**src/sv/biquad_cascade_equalizer_assert.svh**
```systemverilog
// ----------------------------------------------------------------------------
// Equalizer assertion macros
// Concurrent assertion shorthands, clocked on clk_i, reset on rst_ni.
// ----------------------------------------------------------------------------
`ifndef BIQUAD_CASCADE_EQUALIZER_ASSERT_SVH
`define BIQUAD_CASCADE_EQUALIZER_ASSERT_SVH

// same-cycle implication
`define BQE_ASSERT_IMPL(lbl, ante, cons, msg) \
  lbl: assert property (@(posedge clk_i) disable iff (!rst_ni) (ante) |-> (cons)) \
    else $error(msg);

// next-cycle implication
`define BQE_ASSERT_NEXT(lbl, ante, cons, msg) \
  lbl: assert property (@(posedge clk_i) disable iff (!rst_ni) (ante) |=> (cons)) \
    else $error(msg);

`endif

```
**src/sv/bqe_pkg.sv**
```systemverilog
// ----------------------------------------------------------------------------
// Equalizer package
// Payload types, codes, defaults and sample format helpers.
// ----------------------------------------------------------------------------
package bqe_pkg;

  localparam int BANDS_DEF       = 10;
  localparam int MAX_CHANS_DEF   = 2;
  localparam int COEF_WIDTH_DEF  = 32;
  localparam int STATE_WIDTH_DEF = 40;
  localparam int DIG_W           = 8;

  localparam logic OP_SAMPLE = 1'b0;
  localparam logic OP_COEF   = 1'b1;

  localparam logic [2:0] COEF_B0 = 3'd0;
  localparam logic [2:0] COEF_B1 = 3'd1;
  localparam logic [2:0] COEF_B2 = 3'd2;
  localparam logic [2:0] COEF_A1 = 3'd3;
  localparam logic [2:0] COEF_A2 = 3'd4;

  localparam logic REG_SAMPLE_FORMAT = 1'b0;
  localparam logic REG_CHANNEL_COUNT = 1'b1;

  localparam logic [2:0] FMT_S8  = 3'd0;
  localparam logic [2:0] FMT_U8  = 3'd1;
  localparam logic [2:0] FMT_S16 = 3'd2;
  localparam logic [2:0] FMT_U16 = 3'd3;
  localparam logic [2:0] FMT_S32 = 3'd4;
  localparam logic [2:0] FMT_U32 = 3'd5;

  typedef struct packed {
    logic               operation;
    logic [31:0]        raw_sample;
    logic               buffer_start;
    logic [3:0]         band_index;
    logic [2:0]         coef_select;
    logic signed [31:0] coef_value;
  } bqe_in_t;

  typedef struct packed {
    logic [31:0] out_sample;
    logic        clamped;
  } bqe_out_t;

  typedef struct packed {
    logic       en;
    logic [2:0] sel;
  } coef_wr_t;

  typedef enum logic [2:0] {
    ST_IDLE,
    ST_NORM,
    ST_CASC,
    ST_MUL,
    ST_OUT
  } top_state_e;

  function automatic logic fmt_ok(input logic [2:0] f);
    return f <= FMT_U32;
  endfunction

  function automatic logic fmt_is_signed(input logic [2:0] f);
    return (f == FMT_S8) || (f == FMT_S16) || (f == FMT_S32);
  endfunction

  function automatic logic [31:0] fmt_max(input logic [2:0] f);
    case (f)
      FMT_S8:  return 32'd127;
      FMT_U8:  return 32'd255;
      FMT_S16: return 32'd32767;
      FMT_U16: return 32'd65535;
      FMT_S32: return 32'h7FFF_FFFF;
      default: return 32'hFFFF_FFFF;
    endcase
  endfunction

  function automatic logic [31:0] fmt_mask(input logic [2:0] f);
    case (f)
      FMT_S8, FMT_U8:   return 32'h0000_00FF;
      FMT_S16, FMT_U16: return 32'h0000_FFFF;
      default:          return 32'hFFFF_FFFF;
    endcase
  endfunction

  function automatic logic signed [32:0] sample_sext(input logic [2:0] f,
                                                     input logic [31:0] r);
    case (f)
      FMT_S8:  return 33'($signed(r[7:0]));
      FMT_S16: return 33'($signed(r[15:0]));
      default: return 33'($signed(r));
    endcase
  endfunction

endpackage

```
**src/sv/bqe_cell.sv**
```systemverilog
// ----------------------------------------------------------------------------
// Equalizer band cell
// One biquad section: own coefficients and per-channel delay line,
// digit-serial multiply-accumulate, result handed to the next cell.
// ----------------------------------------------------------------------------
module bqe_cell import bqe_pkg::*; #(
  parameter int MAX_CHANS   = MAX_CHANS_DEF,
  parameter int COEF_WIDTH  = COEF_WIDTH_DEF,
  parameter int STATE_WIDTH = STATE_WIDTH_DEF,
  parameter int LW          = 1
) (
  input  logic                          clk_i,
  input  logic                          rst_ni,
  input  coef_wr_t                      cw_i,
  input  logic [COEF_WIDTH-1:0]         cval_i,
  input  logic                          start_i,
  input  logic signed [STATE_WIDTH-1:0] x_i,
  input  logic [LW-1:0]                 lane_i,
  output logic                          done_o,
  output logic signed [STATE_WIDTH-1:0] y_o,
  output logic [LW-1:0]                 lane_o
);

  localparam int ND  = (COEF_WIDTH + DIG_W - 1) / DIG_W;
  localparam int CE  = ND * DIG_W;
  localparam int PW  = STATE_WIDTH + DIG_W + 1;
  localparam int AW  = CE + STATE_WIDTH + 3;
  localparam int CF  = COEF_WIDTH - 4;
  localparam int DCW = (ND > 1) ? $clog2(ND) : 1;

  logic [COEF_WIDTH-1:0]         coef_q [5];
  logic signed [STATE_WIDTH-1:0] dly_q [MAX_CHANS][4];

  logic                          busy_q, iss_done_q, p_vld_q, done_q;
  logic [2:0]                    term_q;
  logic [DCW-1:0]                dig_q, p_sh_q;
  logic signed [STATE_WIDTH-1:0] x_q, y_q, y_d, op;
  logic [LW-1:0]                 lane_q;
  logic signed [AW-1:0]          acc_q, addend;
  logic signed [PW-1:0]          p_q;
  logic                          p_neg_q, neg;
  logic [COEF_WIDTH-1:0]         coef;
  logic signed [CE-1:0]          cext;
  logic signed [DIG_W:0]         dig9;
  logic                          last_dig;
  logic [AW-CF-STATE_WIDTH:0]    hi;

  always_comb begin
    coef = coef_q[0];
    op   = x_q;
    neg  = 1'b0;
    case (term_q)
      COEF_B0: begin
        coef = coef_q[0];
        op   = x_q;
      end
      COEF_B1: begin
        coef = coef_q[1];
        op   = dly_q[lane_q][0];
      end
      COEF_B2: begin
        coef = coef_q[2];
        op   = dly_q[lane_q][1];
      end
      COEF_A1: begin
        coef = coef_q[3];
        op   = dly_q[lane_q][2];
        neg  = 1'b1;
      end
      COEF_A2: begin
        coef = coef_q[4];
        op   = dly_q[lane_q][3];
        neg  = 1'b1;
      end
      default: begin
        coef = coef_q[0];
        op   = x_q;
      end
    endcase
    cext     = CE'($signed(coef));
    last_dig = int'(dig_q) == ND - 1;
    dig9     = last_dig ? $signed({cext[int'(dig_q)*DIG_W + DIG_W - 1],
                                   cext[int'(dig_q)*DIG_W +: DIG_W]})
                        : $signed({1'b0, cext[int'(dig_q)*DIG_W +: DIG_W]});
    addend   = AW'(p_q) <<< (DIG_W * int'(p_sh_q));
    hi       = acc_q[AW-1:CF+STATE_WIDTH-1];
    if (&hi || ~|hi) begin
      y_d = acc_q[CF+STATE_WIDTH-1:CF];
    end else if (acc_q[AW-1]) begin
      y_d = {1'b1, {(STATE_WIDTH-1){1'b0}}};
    end else begin
      y_d = {1'b0, {(STATE_WIDTH-1){1'b1}}};
    end
  end

  always_ff @(posedge clk_i) begin
    if (cw_i.en) begin
      coef_q[cw_i.sel] <= cval_i;
    end
  end

  always_ff @(posedge clk_i or negedge rst_ni) begin
    if (!rst_ni) begin
      busy_q     <= 1'b0;
      iss_done_q <= 1'b0;
      p_vld_q    <= 1'b0;
      done_q     <= 1'b0;
      term_q     <= '0;
      dig_q      <= '0;
      for (int c = 0; c < MAX_CHANS; c++) begin
        for (int k = 0; k < 4; k++) begin
          dly_q[c][k] <= '0;
        end
      end
    end else begin
      done_q  <= 1'b0;
      p_vld_q <= 1'b0;
      if (start_i) begin
        busy_q     <= 1'b1;
        iss_done_q <= 1'b0;
        term_q     <= COEF_B0;
        dig_q      <= '0;
      end else if (busy_q && !iss_done_q) begin
        p_vld_q <= 1'b1;
        if (last_dig) begin
          dig_q <= '0;
          if (term_q == COEF_A2) begin
            iss_done_q <= 1'b1;
          end else begin
            term_q <= term_q + 3'd1;
          end
        end else begin
          dig_q <= dig_q + DCW'(1);
        end
      end else if (busy_q && !p_vld_q) begin
        busy_q             <= 1'b0;
        done_q             <= 1'b1;
        dly_q[lane_q][1]   <= dly_q[lane_q][0];
        dly_q[lane_q][0]   <= x_q;
        dly_q[lane_q][3]   <= dly_q[lane_q][2];
        dly_q[lane_q][2]   <= y_d;
      end
    end
  end

  always_ff @(posedge clk_i) begin
    if (start_i) begin
      x_q    <= x_i;
      lane_q <= lane_i;
      acc_q  <= '0;
    end else if (p_vld_q) begin
      acc_q <= p_neg_q ? acc_q - addend : acc_q + addend;
    end
    if (busy_q && !iss_done_q) begin
      p_q     <= dig9 * op;
      p_sh_q  <= dig_q;
      p_neg_q <= neg;
    end
    if (busy_q && iss_done_q && !p_vld_q) begin
      y_q <= y_d;
    end
  end

  assign done_o = done_q;
  assign y_o    = y_q;
  assign lane_o = lane_q;

  `include "biquad_cascade_equalizer_assert.svh"

  `BQE_ASSERT_IMPL(a_start_idle, start_i, !busy_q, "cell started while busy")
  `BQE_ASSERT_NEXT(a_done_pulse, done_q, !done_q && !busy_q, "cell done not a single pulse")
  `BQE_ASSERT_IMPL(a_prod_busy, p_vld_q, busy_q, "product pending while cell idle")

endmodule
```
**config.mk**
```make
export PLATFORM = sky130hd
export DESIGN_NAME = bqe_cell
export DESIGN_NICKNAME = d
export VERILOG_FILES = /design/src/sv/bqe_pkg.sv /design/src/sv/bqe_cell.sv
export VERILOG_INCLUDE_DIRS = /design/src /design/src/sv
export SDC_FILE = /design/constraint.sdc
export NUM_CORES = 2
export LEC_CHECK = 0
export BUFFER_PORTS_ARGS = -buffer_cell sky130_fd_sc_hd__clkbuf_2
export CAP_MARGIN = 10
export CORE_MARGIN = 1
export CORE_UTILIZATION = 55
export DETAILED_ROUTE_END_ITERATION = 16
export PLACE_DENSITY_LB_ADDON = 0.1
export SLEW_MARGIN = 20
export SYNTH_ARGS = -nofsm -noshare
export SYNTH_HDL_FRONTEND = slang
export SYNTH_SLANG_ARGS = --single-unit
export TNS_END_PERCENT = 1
```
**constraint.sdc**
```tcl
create_clock -name clk_i -period 10.7 [get_ports clk_i]
set_input_delay 1.605 -clock clk_i [delete_from_list [all_inputs] [get_ports clk_i]]
set_output_delay 1.605 -clock clk_i [all_outputs]
set_load 0.05 [all_outputs]
```
==> metrics.md <==
| Metric | Value |
|---|---|
| RSZ-0062 raised after global routing | `no` |
| CP required | `11.10 ns` |
| Vias in the first global route | `33958` |
| WL met1 | `60000 um` |
| Post-CTS setup buffer count | `0` |
| Routed Antenna Nets | `0` |
| Largest delay contributor family on the critical path | `adder cells` |
| Core area | `83800 um2` |
| Crit-path max cell delay | `~0.94 ns` |
| Final hold slack | `0.479 ns` |
| Max Used Layer | `met4` |
| First-pass GRT wire length | `211000 um` |
| Tot GR Track Use | `32.8%` |
| Yosys warnings | `0` |
| DR vias | `about 35000` |
| Die ar. | `86200 um2` |
| Asr flop ratio synth | `47.2%` |
| Clock buffer depth | `3` |
| Htree depth | `3` |
| Drt pass-1 iters | `9` |
| Final hold vios | `0` |
| Final min period | `9.44 ns` |
| CP max stage cell | `or3_2` |
| Met2 WL | `61300 um` |
| Number of buffers created by CTS | `79` |
| Layout cell share with drive strength beyond 1 | `15.5%` |
| Max Clk Rate | `106 MHz` |
| Later-pin clock latency in the skew report | `0.67 ns` |
| CTS Hold Bufs | `0` |
| Critical Path Start Type | `flop` |
| GPL Wtd Cong | `0.984` |
| # setup viols final | `0` |
| Final period util | `around 88%` |
| Met3 wire len | `about 12000 um` |
| IO Count | `122` |
| Die span in x | `between 200 and 300 um` |
| Wire per inst | `24.4 um` |
| Port Buf Inserts | `121` |
| Yosys cell types | `95` |
| PostCTS Resize Cnt | `0` |
| Root Buffer | `clkbuf_16` |
| Die span in y | `294 um` |
| Worst-Margin Slew | `1.14 ns` |
| Syn Nets | `between 5000 and 6000` |
| Layout Skew | `between 0.03 and 0.04 ns` |
| Post-synthesis sequential area ratio | `39.7%` |
| Slew headroom | `a little under a quarter` |
| Max cap viols | `0` |
| Cell Rows | `106` |
| Crit path buffers/inverters | `6` |
| Arrival time worst endpoint | `9.84 ns` |
| Total Wirelength | `around 140000 um` |
| Worst-path fanout max | `34` |
| Setup_tns | `0 ns` |
| Vias per cell | `6.13` |
| Mapped Cells | `4462` |
| Slew Viols, Final | `0` |
| Clock Pin Slew Worst Setup and Hold Paths | `0.06 ns` |
| Post-synth EDFFs | `293` |
| CTS tree | `done` |
| Syn Area/Cell | `10.5 um2` |
| DRC | `0` |
| Grt total ovfl | `0` |
| Flops & latches, synth | `697` |
| Largest net degree at the start of global routing | `127` |
| Outcome | `finished clean` |
| # clock sinks | `approximately 700` |
| DRT iter0 DRCs | `3379` |
| Hold WC Path Type | `reg -> reg` |
| Dpl hpwl | `103000 um` |
| Synth Flop Type | `dfrtp_1` |
| Final layout net count | `5019` |
| Synthesis-to-layout area growth | `9.41%` |
| Starting density of the core | `between 50 and 60%` |
| Crit Path Category | `reg -> reg` |
| Initial antenna violation count | `3` |
| CP Capture Type | `flop` |
| Mapped Area | `46700 um2` |
==> routing by layer <==
metal  track usage (%)  vias up
li1                  -    15729
met1              46.8    17413
met2              49.4     1422
met3              6.34      254
met4              12.6        0
met5                 0        -
==> cell usage after synthesis, drive strengths merged, types with 8 or more instances <==
cell	count	area (um2)
nor2	508	1910
nor4	18	168
mux4	19	432
a22o	8	70.1
a22oi	36	270
o22ai	53	332
o21ai	155	776
nand3	63	315
nand2b	43	269
o31ai	12	90.1
xnor2	121	1070
o21a	17	128
dfrtp	329	8230
a31oi	82	528
a211oi	26	200
and2	31	196
dfxtp	75	1500
nor3b	10	85.1
edfxtp	293	8800
nand4	39	244
a221oi	65	569
fa	289	5790
mux2i	175	1760
xor2	62	543
or2	36	225
a221o	13	130
a21o	74	556
a21oi	234	1180
inv	251	942
and3	11	73.8
nor2b	20	128
o21bai	27	203
buf	70	348
nor3	76	390
nand2	396	1490
clkbuf	192	722
mux2	272	3060
ha	180	2250
==> sequential cells by signal (all words and copies together) (netlist names) <==
register    cells
busy_q          1
lane_o          1
term_q          3
coef_q        160
done_o          1
x_q            40
p_vld_q         1
dly_q         320
p_q            49
y_o            40
p_sh_q          2
dig_q           2
acc_q          75
p_neg_q         1
iss_done_q      1
==> stage by stage <==
stage          util (%)  setup slack (ns)  std cells  area [um2]
2_1_floorplan         -              2.66       4462       46700
6_report           61.0              1.26       5676       51100
5_1_grt            61.0             0.857       5671       51100
3_3_place_gp       57.8              1.45       5521       48400
3_5_place_dp       57.8              1.41       5521       48400
4_1_cts            60.9              1.38       5668       51100
==> worst paths after layout <==
check	from	cells past startpoint	end	slack [ns]
max in group asynchronous	rst_ni	3	dly_q[11]	7.50
setup reg to reg	term_q[0]	28	p_q[47]	1.26
hold / removal	acc_q[21]	2	acc_q[21]	0.48
min in group asynchronous	rst_ni	1	dly_q[298]	1.04
hold reg to reg	acc_q[21]	2	acc_q[21]	0.48
setup / recovery	term_q[0]	28	p_q[47]	1.26
==> logic make-up (layout without fill, tap and decap cells) <==
kind of cell             Yosys count  after routing  share of synthesized area (%)
AO/OA/AOI/OAI                    862            862                           12.0
AND/OR/NAND/NOR                 1270           1270                           12.1
flip-flops                       697            697                           39.7
other                              0              6                              0
multiplexers                     466            466                           11.3
adder cells (fa/ha/maj)          469            469                           17.2
XOR/XNOR                         183            183                           3.45
buffers and inverters            515            589                           4.32
==> worst reg2reg max path: cells and delay by family, from the launching register on <==
kind                       cells  cell delay, ns
DFF                            1            0.40
xor gates and xnor gates       1            0.15
muxes                          1            0.93
adders and majority gates      7            3.25
buffers and inverters          6            0.52
AOI/OAI and AO/OA              8            2.21
and+or+nand+nor                5            1.72
==> cells in the final DEF (no fill, tap or decap), types with 169 or more instances in the layout <==
cell,Yosys,final
inv_1,249,247
nor2_1,506,499
nand2_1,395,394
edfxtp_1,293,293
ha_1,180,179
dfrtp_1,329,328
mux2_2,272,272
fa_1,289,289
a21oi_1,231,231
mux2i_1,174,169
==> final cells by class <==
cell class / instances / area [um2]
Fill cell: 7096 / 32700
Multi-Input combinational cell: 3250 / 26400
Sequential cell: 697 / 18500
Clock buffer: 103 / 2140
Tap cell: 1134 / 1420
Timing Repair Buffer: 189 / 1190
Inverter: 253 / 950
Clock inverter: 44 / 514
Antenna cell: 6 / 15.0
Power is left out: the tool's default activity adds up to more than one toggle a clock period on the data nets, which glitch-free logic cannot reach.
